$ cat src/rtl/assert_macros.svh
// assertion macros for the rtl top level
`ifndef ASSERT_MACROS_SVH
`define ASSERT_MACROS_SVH

// same-cycle implication, checked out of reset
`define BTW_ASSERT_NOW(label, ante, cons) \
  label: assert property (@(posedge clk_i) disable iff (!rst_ni) (ante) |-> (cons)) \
    else $error("assertion failed");

// next-cycle implication, checked out of reset
`define BTW_ASSERT_NEXT(label, ante, cons) \
  label: assert property (@(posedge clk_i) disable iff (!rst_ni) (ante) |=> (cons)) \
    else $error("assertion failed");

`endif

$ cat src/rtl/btw_pkg.sv
// shared constants and control types for the bus timer and watchdog block
`timescale 1ns / 1ps

package btw_pkg;

  localparam int unsigned PULSE_CYCLES = 8;
  localparam int unsigned PULSE_W      = 4;
  localparam int unsigned TMR_REM_W    = 17;
  localparam int unsigned TMR_PER_W    = 16;
  localparam int unsigned DOG_W        = 24;

  localparam logic [7:0] REG_PAGE     = 8'hDF;
  localparam logic [7:0] OFF_IRQ_LAST = 8'h03;
  localparam logic [7:0] OFF_NMI_LAST = 8'h07;
  localparam logic [7:0] OFF_DOG_LAST = 8'h0B;
  localparam logic [7:0] FLAG_BYTE    = 8'h80;

  // watchdog register select, offset bits 1..0
  localparam logic [1:0] DOG_STOP  = 2'd0;
  localparam logic [1:0] DOG_BYTE0 = 2'd1;
  localparam logic [1:0] DOG_BYTE1 = 2'd2;
  localparam logic [1:0] DOG_START = 2'd3;

  typedef struct packed {
    logic step;
    logic reboot;
    logic clear;
    logic rd_clr;
    logic wr;
    logic wr_hi;
    logic one_shot;
  } tmr_ctl_t;

  typedef struct packed {
    logic       step;
    logic       reboot;
    logic       clear;
    logic       wr;
    logic [1:0] sel;
  } dog_ctl_t;

endpackage

$ cat src/rtl/btw_in_if.sv
// input channel: one bus cycle per item
`timescale 1ns / 1ps

interface btw_in_if;
  logic        valid;
  logic        ready;
  logic [15:0] bus_address;
  logic        is_read;
  logic [7:0]  write_byte;
  logic        reset_n;
  logic        reboot;

  modport source (output valid, bus_address, is_read, write_byte, reset_n, reboot,
                  input ready);
  modport sink   (input valid, bus_address, is_read, write_byte, reset_n, reboot,
                  output ready);
endinterface

$ cat src/rtl/btw_out_if.sv
// output channel: bus read data and line levels per item
`timescale 1ns / 1ps

interface btw_out_if;
  logic       valid;
  logic       ready;
  logic [7:0] read_byte;
  logic       drive_bus;
  logic       irq_n;
  logic       nmi_n;
  logic       ready_res;
  logic       reset_out_n;

  modport source (output valid, read_byte, drive_bus, irq_n, nmi_n, ready_res,
                  reset_out_n, input ready);
  modport sink   (input valid, read_byte, drive_bus, irq_n, nmi_n, ready_res,
                  reset_out_n, output ready);
endinterface

$ cat src/rtl/bus_timer_watchdog_io.sv
// top level: bus cycle decode, timers, watchdog and result register
`timescale 1ns / 1ps
`include "assert_macros.svh"

// Takes one CPU bus cycle per item and returns one result per item: the read
// byte for the page 0xDF status registers plus the irq, nmi, rdy and
// reset-out line levels after that cycle. A new item is accepted every clock
// cycle unless the output stalls; it passes the input register, then the
// result register. All timer, watchdog and pulse state updates as an item
// moves between those two registers, so each item sees the state that the
// previous item left. PulseCycles (1..15) sets both the reset-out pulse
// length and the early line pull-down window of the timers.
module bus_timer_watchdog_io #(
  parameter int unsigned PulseCycles = btw_pkg::PULSE_CYCLES
) (
  input  logic       clk_i,
  input  logic       rst_ni,
  btw_in_if.sink     in_i,
  btw_out_if.source  out_o
);

  logic        s1_valid_q;
  logic [15:0] addr_q;
  logic        is_read_q;
  logic [7:0]  wbyte_q;
  logic        reset_n_q;
  logic        reboot_q;
  logic        advance;
  logic        in_take;

  logic        out_valid_q;
  logic [7:0]  read_byte_q, read_byte_d;
  logic        drive_q, drive_d;
  logic        irq_n_q, nmi_n_q, rdy_q, rst_out_q;

  logic        page_hit;
  logic [7:0]  off;
  logic        rd_irq, rd_nmi, rd_dog, wr_tmr, wr_dog;

  btw_pkg::tmr_ctl_t irq_ctl, nmi_ctl;
  btw_pkg::dog_ctl_t dog_ctl;
  logic irq_flag, irq_level, nmi_flag, nmi_level;
  logic dog_run, dog_ready, dog_rst_out_n;

  assign advance    = s1_valid_q && (!out_valid_q || out_o.ready);
  assign in_i.ready = !s1_valid_q || advance;
  assign in_take    = in_i.valid && in_i.ready;

  always_ff @(posedge clk_i or negedge rst_ni) begin
    if (!rst_ni) begin
      s1_valid_q <= 1'b0;
    end else if (in_i.ready) begin
      s1_valid_q <= in_i.valid;
    end
  end

  always_ff @(posedge clk_i) begin
    if (in_take) begin
      addr_q    <= in_i.bus_address;
      is_read_q <= in_i.is_read;
      wbyte_q   <= in_i.write_byte;
      reset_n_q <= in_i.reset_n;
      reboot_q  <= in_i.reboot;
    end
  end

  // register decode for the bus cycle in the input register
  always_comb begin
    page_hit = (addr_q[15:8] == btw_pkg::REG_PAGE);
    off      = addr_q[7:0];
    rd_irq   = page_hit && is_read_q && (off <= btw_pkg::OFF_IRQ_LAST);
    rd_nmi   = page_hit && is_read_q && (off > btw_pkg::OFF_IRQ_LAST)
               && (off <= btw_pkg::OFF_NMI_LAST);
    rd_dog   = page_hit && is_read_q && (off > btw_pkg::OFF_NMI_LAST)
               && (off <= btw_pkg::OFF_DOG_LAST);
    wr_tmr   = page_hit && !is_read_q && (off <= btw_pkg::OFF_NMI_LAST);
    wr_dog   = page_hit && !is_read_q && (off > btw_pkg::OFF_NMI_LAST)
               && (off <= btw_pkg::OFF_DOG_LAST);

    irq_ctl.step     = advance;
    irq_ctl.reboot   = reboot_q;
    irq_ctl.clear    = !reset_n_q;
    irq_ctl.rd_clr   = rd_irq;
    irq_ctl.wr       = wr_tmr && !off[2];
    irq_ctl.wr_hi    = off[0];
    irq_ctl.one_shot = off[1];

    nmi_ctl          = irq_ctl;
    nmi_ctl.rd_clr   = rd_nmi;
    nmi_ctl.wr       = wr_tmr && off[2];

    dog_ctl.step   = advance;
    dog_ctl.reboot = reboot_q;
    dog_ctl.clear  = !reset_n_q;
    dog_ctl.wr     = wr_dog;
    dog_ctl.sel    = off[1:0];
  end

  btw_timer #(.PulseCycles(PulseCycles)) u_irq_timer (
    .clk_i     (clk_i),
    .rst_ni    (rst_ni),
    .ctl_i     (irq_ctl),
    .wr_byte_i (wbyte_q),
    .flag_o    (irq_flag),
    .level_o   (irq_level)
  );

  btw_timer #(.PulseCycles(PulseCycles)) u_nmi_timer (
    .clk_i     (clk_i),
    .rst_ni    (rst_ni),
    .ctl_i     (nmi_ctl),
    .wr_byte_i (wbyte_q),
    .flag_o    (nmi_flag),
    .level_o   (nmi_level)
  );

  btw_dog #(.PulseCycles(PulseCycles)) u_dog (
    .clk_i         (clk_i),
    .rst_ni        (rst_ni),
    .ctl_i         (dog_ctl),
    .wr_byte_i     (wbyte_q),
    .running_o     (dog_run),
    .ready_o       (dog_ready),
    .reset_out_n_o (dog_rst_out_n)
  );

  always_comb begin
    read_byte_d = 8'h00;
    drive_d     = rd_irq || rd_nmi || rd_dog;
    priority if (rd_irq) begin
      read_byte_d = irq_flag ? btw_pkg::FLAG_BYTE : 8'h00;
    end else if (rd_nmi) begin
      read_byte_d = nmi_flag ? btw_pkg::FLAG_BYTE : 8'h00;
    end else if (rd_dog) begin
      read_byte_d = dog_run ? btw_pkg::FLAG_BYTE : 8'h00;
    end else begin
      read_byte_d = 8'h00;
    end
  end

  always_ff @(posedge clk_i or negedge rst_ni) begin
    if (!rst_ni) begin
      out_valid_q <= 1'b0;
    end else if (!out_valid_q || out_o.ready) begin
      out_valid_q <= s1_valid_q;
    end
  end

  always_ff @(posedge clk_i) begin
    if (advance) begin
      read_byte_q <= read_byte_d;
      drive_q     <= drive_d;
      irq_n_q     <= irq_level;
      nmi_n_q     <= nmi_level;
      rdy_q       <= dog_ready;
      rst_out_q   <= dog_rst_out_n;
    end
  end

  assign out_o.valid       = out_valid_q;
  assign out_o.read_byte   = read_byte_q;
  assign out_o.drive_bus   = drive_q;
  assign out_o.irq_n       = irq_n_q;
  assign out_o.nmi_n       = nmi_n_q;
  assign out_o.ready_res   = rdy_q;
  assign out_o.reset_out_n = rst_out_q;

  `BTW_ASSERT_NOW(a_idle_bus_zero, out_valid_q && !drive_q, read_byte_q == 8'h00)
  `BTW_ASSERT_NEXT(a_advance_fills, advance, out_valid_q)
  `BTW_ASSERT_NOW(a_empty_takes, !s1_valid_q, in_i.ready)
  `BTW_ASSERT_NOW(a_one_read_src, s1_valid_q, $onehot0({rd_irq, rd_nmi, rd_dog, wr_tmr, wr_dog}))

endmodule

$ cat src/rtl/btw_timer.sv
// one 16-bit interrupt timer with flag and line level
`timescale 1ns / 1ps

module btw_timer #(
  parameter int unsigned PulseCycles = btw_pkg::PULSE_CYCLES
) (
  input  logic               clk_i,
  input  logic               rst_ni,
  input  btw_pkg::tmr_ctl_t  ctl_i,
  input  logic [7:0]         wr_byte_i,
  output logic               flag_o,
  output logic               level_o
);

  localparam logic [btw_pkg::TMR_REM_W-1:0] PulseRem = btw_pkg::TMR_REM_W'(PulseCycles);

  logic [btw_pkg::TMR_REM_W-1:0] rem_q, rem_d, rem0, rem1;
  logic [btw_pkg::TMR_PER_W-1:0] per_q, per_d, per0, per_new;
  logic                          flag_q, flag_d, flag0, flag1;
  logic                          level_q, level_d, level0;

  always_comb begin
    level0 = ctl_i.reboot ? 1'b1 : level_q;
    rem0   = ctl_i.clear ? '0 : rem_q;
    per0   = ctl_i.clear ? '0 : per_q;
    flag0  = ctl_i.clear ? 1'b0 : flag_q;

    rem1    = rem0;
    flag1   = flag0;
    level_d = level0;
    if (rem0 != '0) begin
      rem1 = rem0 - 1'b1;
      if (rem1 < PulseRem) level_d = 1'b0;
      if (rem1 == '0) begin
        rem1  = {1'b0, per0};
        flag1 = 1'b1;
      end
    end else begin
      level_d = 1'b1;
    end

    flag_o  = flag1;
    rem_d   = rem1;
    per_d   = per0;
    flag_d  = ctl_i.rd_clr ? 1'b0 : flag1;
    per_new = per0 | {wr_byte_i, 8'h00};
    if (ctl_i.wr) begin
      if (ctl_i.wr_hi) begin
        rem_d = {1'b0, per_new} + PulseRem;
        per_d = ctl_i.one_shot ? '0 : per_new;
      end else begin
        flag_d = 1'b0;
        per_d  = {8'h00, wr_byte_i};
        rem_d  = '0;
      end
    end
  end

  always_ff @(posedge clk_i or negedge rst_ni) begin
    if (!rst_ni) begin
      rem_q   <= '0;
      per_q   <= '0;
      flag_q  <= 1'b0;
      level_q <= 1'b1;
    end else if (ctl_i.step) begin
      rem_q   <= rem_d;
      per_q   <= per_d;
      flag_q  <= flag_d;
      level_q <= level_d;
    end
  end

  assign level_o = level_d;

endmodule

$ cat src/rtl/btw_dog.sv
// 24-bit watchdog with rdy level and reset-out pulse counter
`timescale 1ns / 1ps

module btw_dog #(
  parameter int unsigned PulseCycles = btw_pkg::PULSE_CYCLES
) (
  input  logic               clk_i,
  input  logic               rst_ni,
  input  btw_pkg::dog_ctl_t  ctl_i,
  input  logic [7:0]         wr_byte_i,
  output logic               running_o,
  output logic               ready_o,
  output logic               reset_out_n_o
);

  localparam logic [btw_pkg::PULSE_W-1:0] PulseInit = btw_pkg::PULSE_W'(PulseCycles);

  logic [btw_pkg::DOG_W-1:0]   rem_q, rem_d, rem0, rem1;
  logic [btw_pkg::DOG_W-1:0]   per_q, per_d, per0, per_or;
  logic                        rdy_q, rdy_d;
  logic [btw_pkg::PULSE_W-1:0] pulse_q, pulse_d, pulse0;

  always_comb begin
    rdy_d  = ctl_i.reboot ? 1'b1 : rdy_q;
    pulse0 = ctl_i.reboot ? PulseInit : pulse_q;
    rem0   = ctl_i.clear ? '0 : rem_q;
    per0   = ctl_i.clear ? '0 : per_q;

    rem1 = rem0;
    if (rem0 != '0) begin
      rem1 = rem0 - 1'b1;
      if (rem1 == '0) rdy_d = 1'b0;
    end

    if (pulse0 != '0) begin
      pulse_d       = pulse0 - 1'b1;
      reset_out_n_o = 1'b0;
    end else begin
      pulse_d       = pulse0;
      reset_out_n_o = 1'b1;
    end

    running_o = (rem1 != '0);

    unique case (ctl_i.sel)
      btw_pkg::DOG_BYTE0: per_or = per0 | {16'h0000, wr_byte_i};
      btw_pkg::DOG_BYTE1: per_or = per0 | {8'h00, wr_byte_i, 8'h00};
      btw_pkg::DOG_START: per_or = per0 | {wr_byte_i, 16'h0000};
      default:            per_or = per0;
    endcase

    rem_d = rem1;
    per_d = per0;
    if (ctl_i.wr) begin
      if (ctl_i.sel == btw_pkg::DOG_STOP) begin
        rem_d = '0;
        per_d = '0;
      end else if (rem1 != '0) begin
        rem_d = per0;
      end else begin
        per_d = per_or;
        if (ctl_i.sel == btw_pkg::DOG_START) rem_d = per_or;
      end
    end
  end

  always_ff @(posedge clk_i or negedge rst_ni) begin
    if (!rst_ni) begin
      rem_q   <= '0;
      per_q   <= '0;
      rdy_q   <= 1'b1;
      pulse_q <= PulseInit;
    end else if (ctl_i.step) begin
      rem_q   <= rem_d;
      per_q   <= per_d;
      rdy_q   <= rdy_d;
      pulse_q <= pulse_d;
    end
  end

  assign ready_o = rdy_d;

endmodule

$ cat src/flat_wrapper.sv
// flat-port wrapper written by rule: the top's interface ports become plain ports
module bus_timer_watchdog_io_flat 
#(
  parameter int unsigned PulseCycles = btw_pkg::PULSE_CYCLES
)
  (clk_i, rst_ni, in_i_valid, in_i_bus_address, in_i_is_read, in_i_write_byte, in_i_reset_n, in_i_reboot, in_i_ready, out_o_valid, out_o_read_byte, out_o_drive_bus, out_o_irq_n, out_o_nmi_n, out_o_ready_res, out_o_reset_out_n, out_o_ready);
  btw_in_if in_i_i ();
  btw_out_if out_o_i ();
  input  logic clk_i;
  input  logic rst_ni;
  input wire logic [$bits(in_i_i.valid)-1:0] in_i_valid;
  input wire logic [$bits(in_i_i.bus_address)-1:0] in_i_bus_address;
  input wire logic [$bits(in_i_i.is_read)-1:0] in_i_is_read;
  input wire logic [$bits(in_i_i.write_byte)-1:0] in_i_write_byte;
  input wire logic [$bits(in_i_i.reset_n)-1:0] in_i_reset_n;
  input wire logic [$bits(in_i_i.reboot)-1:0] in_i_reboot;
  output wire logic [$bits(in_i_i.ready)-1:0] in_i_ready;
  output wire logic [$bits(out_o_i.valid)-1:0] out_o_valid;
  output wire logic [$bits(out_o_i.read_byte)-1:0] out_o_read_byte;
  output wire logic [$bits(out_o_i.drive_bus)-1:0] out_o_drive_bus;
  output wire logic [$bits(out_o_i.irq_n)-1:0] out_o_irq_n;
  output wire logic [$bits(out_o_i.nmi_n)-1:0] out_o_nmi_n;
  output wire logic [$bits(out_o_i.ready_res)-1:0] out_o_ready_res;
  output wire logic [$bits(out_o_i.reset_out_n)-1:0] out_o_reset_out_n;
  input wire logic [$bits(out_o_i.ready)-1:0] out_o_ready;
  assign in_i_i.valid = in_i_valid;
  assign in_i_i.bus_address = in_i_bus_address;
  assign in_i_i.is_read = in_i_is_read;
  assign in_i_i.write_byte = in_i_write_byte;
  assign in_i_i.reset_n = in_i_reset_n;
  assign in_i_i.reboot = in_i_reboot;
  assign in_i_ready = in_i_i.ready;
  assign out_o_valid = out_o_i.valid;
  assign out_o_read_byte = out_o_i.read_byte;
  assign out_o_drive_bus = out_o_i.drive_bus;
  assign out_o_irq_n = out_o_i.irq_n;
  assign out_o_nmi_n = out_o_i.nmi_n;
  assign out_o_ready_res = out_o_i.ready_res;
  assign out_o_reset_out_n = out_o_i.reset_out_n;
  assign out_o_i.ready = out_o_ready;
  bus_timer_watchdog_io #(.PulseCycles(PulseCycles)) u_core (.clk_i(clk_i), .rst_ni(rst_ni), .in_i(in_i_i), .out_o(out_o_i));
endmodule
$ cat config.mk
export PLATFORM = sky130hd
export DESIGN_NAME = bus_timer_watchdog_io_flat
export DESIGN_NICKNAME = d
export VERILOG_FILES = /design/src/rtl/btw_pkg.sv /design/src/rtl/btw_in_if.sv /design/src/rtl/btw_out_if.sv /design/src/rtl/bus_timer_watchdog_io.sv /design/src/rtl/btw_timer.sv /design/src/rtl/btw_dog.sv /design/src/flat_wrapper.sv
export VERILOG_INCLUDE_DIRS = /design/src /design/src/rtl
export SDC_FILE = /design/constraint.sdc
export NUM_CORES = 1
export LEC_CHECK = 0
export BUFFER_PORTS_ARGS = -buffer_cell sky130_fd_sc_hd__buf_2
export CORE_UTILIZATION = 45
export CTS_BUF_LIST = sky130_fd_sc_hd__clkbuf_8
export CTS_CLUSTER_DIAMETER = 40
export DETAILED_ROUTE_END_ITERATION = 16
export PLACE_DENSITY_LB_ADDON = 0.2
export SYNTH_ARGS = -nofsm -noshare
export SYNTH_HDL_FRONTEND = slang
export SYNTH_SLANG_ARGS = --single-unit
$ cat constraint.sdc
create_clock -name clk_i -period 7.3 [get_ports clk_i]
set_clock_uncertainty 0.05 [all_clocks]
set_input_delay 0 -clock clk_i [delete_from_list [all_inputs] [get_ports clk_i]]
set_output_delay 0 -clock clk_i [all_outputs]
set_load 0.05 [all_outputs]
==> flow_metrics.env, run 1 <==
export IMPL_outcome="finished, final reports clean"
export IMPL_hold_class="in2async"
export IMPL_clk_latency_ps=450
export IMPL_postCtsSetupRepairBufs=0
export IMPL_finalMaxSlewViolations=0
export IMPL_synth_edff_count=33
export IMPL_async_flop_share_pct=79.11
export IMPL_crit_path_max_incr_delay_ps=770
export IMPL_die_area_um2=21980
export IMPL_numCtsBuffers=17
export IMPL_globalplace_congestion=0.9030
export IMPL_cts_root_buf="clkbuf_8"
export IMPL_period_share_pct=60.97
export IMPL_vias=8515
export IMPL_hold_slack_ps=93.55
export IMPL_yosys_area_top_type="dfrtp_1"
export IMPL_synth_seq_cells=158
export IMPL_viasPerCell=6.224
export IMPL_r2r_end="u_core.u_dog.rem_q[1]"
export IMPL_fp_coreArea_um2=21020
export IMPL_placed_area_um2=9869
export IMPL_setup_viol=0
export IMPL_synth_area_leaders="dfrtp_1, edfxtp_1, a22o_1"
export IMPL_num_rows=53
export IMPL_rr_startpoint="u_core.u_dog.rem_q[2]"
export IMPL_synth_area_um2=9627
export IMPL_drc=0
export IMPL_worstRegToRegCells=10
export IMPL_port_buffers=38
export IMPL_synth_top_cell_area_share_pct=31.45
export IMPL_max_freq_mhz=224.7
export IMPL_die_x_um=148.3
export IMPL_yosys_warnings=0
export IMPL_crit_family="simple AND/OR/NAND/NOR gates"
export IMPL_final_nets=1123
export IMPL_ys_top_cells_by_count="dfrtp_1, nand2_1, o21ai_0"
export IMPL_grt_util_all_layers_pct=25.53
export IMPL_worst_pin_slew_ps=1110
export IMPL_yosysMostFrequentCell="dfrtp_1"
export IMPL_synth_flop_cell="dfrtp_1"
export IMPL_required_ps=7590
export IMPL_crit_path_max_fanout=16
export IMPL_cp_num_buf_inv=0
export IMPL_relSlewSlack_pct=25.99
export IMPL_cts_hold_buf=31
export IMPL_num_antenna_cells=0
export IMPL_crit_path_start_kind="flop"
export IMPL_grt_pass1_wl_um=43860
export IMPL_synth_cells=1066
export IMPL_drive_above_1_share_pct=9.424
export IMPL_ir_worst_vdd_v=0.0001370
export IMPL_grt_max_degree=161
export IMPL_grt_pass1_vias=7968
export IMPL_cap_violations=0
export IMPL_grt_setup_unrepaired="no"
export IMPL_p_per_area_nw_per_um2=265.1
export IMPL_overflow=0
export IMPL_postCtsResizedCells=0
export IMPL_multi_input_area_um2=5065
export IMPL_stdcell_area_um2=10560
export IMPL_ys_seq_area_share_pct=42.84
export IMPL_fp_dieH_um=148.3
export IMPL_seq_area_um2=4124
export IMPL_antenna_found_initial=0
export IMPL_dp_final_hpwl_um=17700
export IMPL_yosysUniqueCellTypes=81
export IMPL_clkSinkCount=158
export IMPL_finalSetupTns_ps=0
export IMPL_min_period_ps=4451
export IMPL_nFillCells=1942
export IMPL_critPathCaptureType="flop"
export IMPL_drtAntennaViolNets=0
export IMPL_routedWlPerCell_um=19.73
export IMPL_dr_pass1_iters=5
export IMPL_cts_tree="done"
export IMPL_clk_pin_slew_ps=90
export IMPL_initial_core_util_pct=45.79
export IMPL_arrival_ps=4740
export IMPL_path_cells="or4_1, or3_1, nor3_1, xnor2_1, nand4b_1, or4_4, a21oi_2, o21ai_2, and3_1, a221o_1"
export IMPL_h_tree_depth=4
export IMPL_critPathSlowestCell="or4_1"
export IMPL_r2r_slack_ps=2850
export IMPL_area_delta_synth_final_pct=9.709
export IMPL_p_leak_nw=4.123
export IMPL_boundaryPins=46
export IMPL_drt_first_iter_violations=842
export IMPL_drt_wl_total_um=26990
export IMPL_synth_area_per_cell_um2=9.031
export IMPL_clock_path_buffers=2
export IMPL_hold_viol=0
export IMPL_worstSetupPathType="reg2reg"
## where the power goes
group / switching (mW) / internal, mW / total [mW]
registers: 0.249 / 1.05 / 1.30
clock network: 0.339 / 0.301 / 0.640
logic: 0.510 / 0.352 / 0.862
total: 1.10 / 1.70 / 2.80
## final cells by class
cell class | instances | share of cell area, %
clock buffer | 17 | 2.215
clock inverter | 15 | 1.398
inverter | 18 | 0.6397
multi-input combinational | 808 | 47.96
sequential | 158 | 39.05
tap | 275 | 3.258
timing repair buffer | 77 | 5.485
## worst max-delay path by stage
stage,from,to,slack [ps],cells after the start
2_1_floorplan,u_core.reset_n_q,u_core.u_nmi_timer.rem_q[10],2260,22
3_3_place_gp,u_core.u_dog.rem_q[2],u_core.u_dog.rem_q[1],3100,10
3_5_place_dp,u_core.u_dog.rem_q[2],u_core.u_dog.rem_q[1],2940,10
4_1_cts,u_core.u_dog.rem_q[2],u_core.u_dog.rem_q[1],2930,10
5_1_grt,u_core.u_dog.rem_q[2],u_core.u_dog.rem_q[1],2670,10
6_report,u_core.u_dog.rem_q[2],u_core.u_dog.rem_q[1],2850,10
## worst register-to-register path: cells and delay by family (launching register included)
kind / cells / cell delay, ps
AOI/OAI and AO/OA: 3 / 1000
xor gates and xnor gates: 1 / 170
DFF: 1 / 510
and+or+nand+nor: 6 / 2610
## logic make-up after synthesis
logic type / synth area share [%]
other cells: 0.03895
buf+inv: 4.874
flops: 42.84
mux: 1.196
compound gates: 25.36
xor+xnor: 3.366
fa+ha+maj: 1.560
simple gates: 20.77
## state kept, by name, indices dropped and copies added (netlist names), 4 cells and up
| name | count |
|---|---|
| u_core.addr_q | 16 |
| u_core.u_dog.per_q | 24 |
| u_core.u_dog.pulse_q | 4 |
| u_core.u_dog.rem_q | 24 |
| u_core.u_irq_timer.per_q | 16 |
| u_core.u_irq_timer.rem_q | 17 |
| u_core.u_nmi_timer.per_q | 16 |
| u_core.u_nmi_timer.rem_q | 17 |
| u_core.wbyte_q | 8 |
## cells in the final DEF, fill, tap and decap left out, types with 8 or more instances in the layout
cell type        n
dfrtp_1        121
nand2_1        112
o21ai_0         86
a21oi_1         71
nor2_1          60
a22o_1          56
nand3_1         39
buf_2           37
nor3_1          35
edfxtp_1        33
dlygate4sd3_1   31
xnor2_1         25
inv_1           18
nand2b_1        17
and3_1          17
nor4_1          17
clkbuf_8        17
nand4_1         15
or3_1           13
a31oi_1         13
and2_1          12
xor2_1          12
a221o_1         12
ha_1            12
o22ai_1         11
o31ai_1         10
a32oi_1          8
a21boi_0         8
## routing by layer
metal / part of all wire [%] / track usage [%] / wire [um]
met4: 1.9 / 8.660 / 503
met5: 0 / 0 / 0
met1: 47 / 37.13 / 12690
met3: 5.2 / 3.650 / 1390
met2: 46 / 38.90 / 12410
## through the flow
stage	total power [mW]	instances	utilization, %	setup WS [ps]
floorplan	1.913	1072	-	2264
global placement	2.140	1305	46.95	3096
detailed placement	2.146	1305	46.95	2940
CTS	2.797	1368	50.24	2930
global route	2.979	1368	50.24	2673
finish	2.800	1368	50.24	2849
(Power assumes the default switching activity.)
==> run 2, diff against run 1 <==
Clock period 7.3 ns to 4.46 ns, I/O delays scaled along.
==> flow_metrics.env, run 2 (synthesis gave the netlist of run 1 again) <==
export IMPL_p_leak_nw=4.214
export IMPL_h_tree_depth=4
export IMPL_viasPerCell=6.171
export IMPL_dp_final_hpwl_um=17960
export IMPL_drtAntennaViolNets=0
export IMPL_ir_worst_vdd_v=0.0001870
export IMPL_clock_path_buffers=2
export IMPL_antenna_found_initial=0
export IMPL_grt_util_all_layers_pct=25.13
export IMPL_routedWlPerCell_um=19.29
export IMPL_arrival_ps=4280
export IMPL_area_delta_synth_final_pct=10.89
export IMPL_drc=0
export IMPL_period_share_pct=89.02
export IMPL_die_area_um2=21980
export IMPL_drt_first_iter_violations=633
export IMPL_overflow=0
export IMPL_clk_latency_ps=470
export IMPL_cts_root_buf="clkbuf_8"
export IMPL_crit_path_max_incr_delay_ps=600
export IMPL_crit_path_max_fanout=16
export IMPL_layout_commonest_cell="dfrtp_1"
export IMPL_num_antenna_cells=0
export IMPL_vias=8535
export IMPL_finalSetupTns_ps=0
export IMPL_drive_above_1_share_pct=10.65
export IMPL_min_period_ps=3971
export IMPL_final_cell_mix="dfrtp_1, nand2_1, o21ai_0"
export IMPL_outcome="finished, final reports clean"
export IMPL_numCtsBuffers=17
export IMPL_clkSinkCount=158
export IMPL_worstSetupPathType="reg2reg"
export IMPL_cap_violations=0
export IMPL_hold_slack_ps=103.5
export IMPL_grt_max_degree=93
export IMPL_grt_pass1_vias=7995
export IMPL_top_regs="u_core.u_dog.per_q (24), u_core.u_dog.rem_q (24)"
export IMPL_critPathSlowestCell="or4_4"
export IMPL_globalplace_congestion=0.9107
export IMPL_required_ps=4770
export IMPL_final_nets=1138
export IMPL_postCtsResizedCells=0
export IMPL_grt_pass1_wl_um=43190
export IMPL_setup_viol=0
export IMPL_dp_cells=1320
export IMPL_path_cells="or4_1, buf_4, xnor2_1, or3_1, nor3_1, nand4_1, or4_4, a21oi_2, o21ai_2, and3_1, a221o_1"
export IMPL_critPathCaptureType="flop"
export IMPL_crit_path_start_kind="flop"
export IMPL_hold_class="in2async"
export IMPL_num_rows=53
export IMPL_clk_pin_slew_ps=90
export IMPL_cts_tree="done"
export IMPL_fp_coreArea_um2=21020
export IMPL_finalMaxSlewViolations=0
export IMPL_fin_cells=1383
export IMPL_drt_wl_total_um=26680
export IMPL_die_x_um=148.3
export IMPL_boundaryPins=46
export IMPL_dr_pass1_iters=5
export IMPL_grt_setup_unrepaired="no"
export IMPL_worst_pin_slew_ps=1143
export IMPL_fp_dieH_um=148.3
export IMPL_max_freq_mhz=251.9
export IMPL_relSlewSlack_pct=23.81
export IMPL_p_per_area_nw_per_um2=431.6
export IMPL_port_buffers=38
export IMPL_hold_viol=0
export IMPL_initial_core_util_pct=45.79
## run 2: final timing paths
kind / start / end / slack, ps / depth (start not counted)
worst max-delay path: u_core.u_dog.rem_q[2] / u_core.u_dog.rem_q[1] / 490 / 11
worst min-delay path: rst_ni / u_core.u_dog.rem_q[8] / 100 / 2
worst max register to register: u_core.u_dog.rem_q[2] / u_core.u_dog.rem_q[1] / 490 / 11
worst min register to register: u_core.u_nmi_timer.level_q / u_core.u_nmi_timer.level_q / 410 / 2
max in group asynchronous: rst_ni / u_core.u_irq_timer.per_q[13] / 3160 / 3
min in group clk_i: in_i_write_byte[5] / u_core.wbyte_q[5] / 190 / 2
## run 2: what timing repair did
| item | CTS | global route |
|---|---|---|
| setup buffers | 0 | 0 |
| hold buffers | 31 | 0 |
| hold endpoints to repair | 110 | 0 |
## run 2: metal layers
| metal | GRT usage, % | wire, um | vias to the layer above | share of wire (%) |
|---|---|---|---|---|
| met5 | 0 | 0 | - | 0 |
| met3 | 4.417 | 1540 | 38 | 5.8 |
| met4 | 7.680 | 501 | 0 | 1.9 |
| met2 | 38.45 | 12150 | 320 | 46 |
| li1 | - | - | 4065 | - |
| met1 | 36.22 | 12490 | 4112 | 47 |
## run 2: final cells by class
cell class,instances,area (um^2)
Clock buffer,17,234.0
Clock inverter,15,148.9
Fill cell,1925,10350
Inverter,18,67.56
Multi-Input combinational cell,808,5065
Sequential cell,158,4124
Tap cell,275,344.1
Timing Repair Buffer,92,691.9
## run 2: report_power, final
part,internal (mW),switching (mW),leakage (nW)
clock,0.494,0.565,0.192
sequential,1.72,0.396,1.92
combinational,0.593,0.843,2.10
## run 2: stage by stage
step                      util (%)  setup slack, ps  power [mW]  instance area [um^2]
after floorplan                  -            44.07       3.134                  9662
after global placement       47.49            602.5       3.512                  9982
after detailed placement     47.49            554.7       3.527                  9982
after CTS                    50.78            532.7       4.607                 10680
after global routing         50.78            305.0       4.899                 10680
final                        50.78            489.5       4.607                 10680
## run 2: worst max-delay path: cells and delay by family (launching register included)
family,cells,cell delay (ps)
buffers and inverters,1,190
AOI/OAI and AO/OA,3,730
DFF,1,520
xor gates and xnor gates,1,120
and+or+nand+nor,6,2250
==> run 3, diff against run 2 <==
Settings changed: ABC_AREA from default to 1, CAP_MARGIN from default to 20.
==> flow_metrics.env, run 3 <==
export IMPL_p_leak_nw=6.534
export IMPL_power_frac_seq_pct=37.1
export IMPL_drt_wl_total_um=34450
export IMPL_p_per_area_nw_per_um2=441.9
export IMPL_synth_seq_cells=158
export IMPL_finalSetupTns_ps=0
export IMPL_ys_top_cells_by_count="nand2_1, nor2_1, inv_1, nand3_1, o21ai_0"
export IMPL_worstSetupPathType="reg2reg"
export IMPL_drc=0
export IMPL_grt_util_all_layers_pct=26.39
export IMPL_synth_edff_count=33
export IMPL_placed_area_um2=12300
export IMPL_h_tree_depth=4
export IMPL_max_freq_mhz=265.9
export IMPL_worst_pin_slew_ps=978.4
export IMPL_final_cell_mix="nand2_1, nor2_1, inv_1"
export IMPL_period_share_pct=84.31
export IMPL_port_buffers=38
export IMPL_num_rows=59
export IMPL_cap_violations=0
export IMPL_grt_pass1_wl_um=56100
export IMPL_r2r_slack_ps=700
export IMPL_yosysUniqueCellTypes=43
export IMPL_yosys_area_top_type="dfrtp_1"
export IMPL_r2r_end="u_core.u_nmi_timer.rem_q[3]"
export IMPL_dr_pass1_iters=8
export IMPL_overflow=0
export IMPL_drt_first_iter_violations=1054
export IMPL_final_nets=1856
export IMPL_boundaryPins=46
export IMPL_antenna_found_initial=0
export IMPL_grt_setup_unrepaired="no"
export IMPL_min_period_ps=3760
export IMPL_synth_top_cell_area_share_pct=25.50
export IMPL_ir_worst_vdd_v=0.0003039
export IMPL_crit_path_max_fanout=66
export IMPL_fp_dieH_um=164.4
export IMPL_ys_seq_area_share_pct=34.73
export IMPL_crit_start="u_core.reset_n_q"
export IMPL_required_ps=4800
export IMPL_grt_pass1_vias=11250
export IMPL_combPwrFrac_pct=44.1
export IMPL_hold_slack_ps=140.8
export IMPL_routedWlPerCell_um=15.94
export IMPL_synth_area_per_cell_um2=6.678
export IMPL_die_x_um=164.4
export IMPL_clkSinkCount=158
export IMPL_worstRegToRegCells=16
export IMPL_crit_path_start_kind="flop"
export IMPL_initial_core_util_pct=45.69
export IMPL_num_antenna_cells=0
export IMPL_finalMaxSlewViolations=0
export IMPL_drtAntennaViolNets=0
export IMPL_setup_viol=0
export IMPL_top_regs="u_core.u_dog.per_q (24), u_core.u_dog.rem_q (24)"
export IMPL_synth_area_um2=11870
export IMPL_synth_cells=1778
export IMPL_synth_flop_cell="dfrtp_1"
export IMPL_layout_commonest_cell="nand2_1"
export IMPL_hold_class="in2async"
export IMPL_grt_max_degree=100
export IMPL_die_area_um2=27040
export IMPL_cts_tree="done"
export IMPL_clk_latency_ps=470
export IMPL_dp_final_hpwl_um=24450
export IMPL_p_int_mw=3.145
export IMPL_vias=11880
export IMPL_hold_viol=0
export IMPL_postCtsSetupRepairBufs=0
export IMPL_globalplace_congestion=0.9098
export IMPL_area_delta_synth_final_pct=9.538
export IMPL_stdcell_area_um2=13010
export IMPL_netSwitchingFraction_pct=45.27
export IMPL_rr_startpoint="u_core.reset_n_q"
export IMPL_synth_area_leaders="dfrtp_1, nand2_1, edfxtp_1"
export IMPL_fp_coreArea_um2=25980
export IMPL_yosysMostFrequentCell="nand2_1"
export IMPL_arrival_ps=4100
export IMPL_cts_root_buf="clkbuf_8"
export IMPL_viasPerCell=5.497
export IMPL_yosys_warnings=0
export IMPL_clock_path_buffers=2
export IMPL_async_flop_share_pct=79.11
export IMPL_clk_pin_slew_ps=90
export IMPL_p_sw_mw=2.601
export IMPL_outcome="finished, final reports clean"
export IMPL_relSlewSlack_pct=34.77
export IMPL_numCtsBuffers=17
export IMPL_drive_above_1_share_pct=11.45
export IMPL_critPathCaptureType="flop"
export IMPL_clkPwrFrac_pct=18.9
==> run 3: changes by cell type after synthesis, sizes merged, moves of 18 or more <==
| cell | delta |
|---|---|
| xnor2 | -18 |
| nand4 | +31 |
| a21oi | +37 |
| inv | +179 |
| nor3 | -19 |
| a22o | -50 |
| o21ai | +41 |
| nand3 | +168 |
| clkbuf | -18 |
| nand2 | +403 |
| nor2 | +157 |
| nor4 | -20 |
==> run 3: metal layers <==
| metal | wire, um | track usage (%) | vias to the layer above | share of wire (%) |
|---|---|---|---|---|
| met5 | 0 | 0 | - | 0 |
| met4 | 676 | 6.839 | 0 | 2.0 |
| met3 | 1953 | 3.616 | 49 | 5.7 |
| met2 | 15970 | 44.00 | 356 | 46 |
| met1 | 15850 | 35.96 | 5581 | 46 |
| li1 | - | - | 5892 | - |
==> run 3: how the worst max path moves through the flow <==
stage	endpoint	slack, ps	depth (start not counted)
5_1_grt	u_core.u_nmi_timer.rem_q[7]	360	16
3_5_place_dp	u_core.u_nmi_timer.rem_q[3]	750	16
3_3_place_gp	u_core.u_nmi_timer.rem_q[10]	890	16
6_report	u_core.u_nmi_timer.rem_q[3]	700	16
2_1_floorplan	u_core.out_o.read_byte[7]	1100	20
4_1_cts	u_core.u_nmi_timer.rem_q[3]	750	16
==> run 3: timing repair <==
| item | 4_1_cts | 5_1_grt |
|---|---|---|
| hold buffers | 32 | 0 |
| gates resized for setup | 0 | 0 |
| hold endpoints to repair | 123 | 0 |
==> run 3: cell families (layout without fill, tap and decap cells) <==
group | Yosys count | after routing | share of synthesized area, %
compound gates | 294 | 294 | 13.85
simple gates | 1012 | 1012 | 38.80
flops | 158 | 158 | 34.73
buf+inv | 283 | 325 | 9.991
xor+xnor | 18 | 18 | 1.328
fa+ha+maj | 12 | 12 | 1.265
other cells | 1 | 7 | 0.03159
==> run 3: critical path, cell delays in order (launching register included) <==
cell	delay [ps]
edfxtp_1	770
buf_12	370
nand2_1	190
ha_1	240
inv_1	90
nor2_2	80
nand2_1	120
inv_2	80
nand3_1	110
nand2_1	60
nor2_1	80
nand2_1	100
nor2_2	430
nand2_1	420
nand2_1	170
nand4_1	90
a21oi_1	180
==> run 3: cell type report <==
type / count / area, um^2
tap: 335 / 419.2
fill: 2657 / 12980
sequential: 158 / 4124
multi-input combinational: 1343 / 6593
inverter: 201 / 757.0
timing repair buffer: 92 / 726.9
clock buffer: 17 / 234.0
clock inverter: 15 / 151.4
==> run 3: power groups by stage <==
stage               Clock [mW]  Combinational, mW  Sequential [mW]
floorplan                    0               1.94             2.10
global placement             0               2.45             2.15
detailed placement           0               2.49             2.15
CTS                       1.10               2.52             2.13
global route              1.16               2.88             2.18
finish                    1.08               2.53             2.13
==> run 3: stage by stage <==
step	setup slack (ps)	utilization, %	std cells	total power, mW
2_1_floorplan	1103	-	1784	4.036
5_1_grt	359.4	50.05	2161	6.220
6_report	699.8	50.05	2161	5.747
3_5_place_dp	752.9	47.33	2097	4.641
4_1_cts	753.9	50.05	2161	5.751
3_3_place_gp	894.5	47.23	2096	4.595
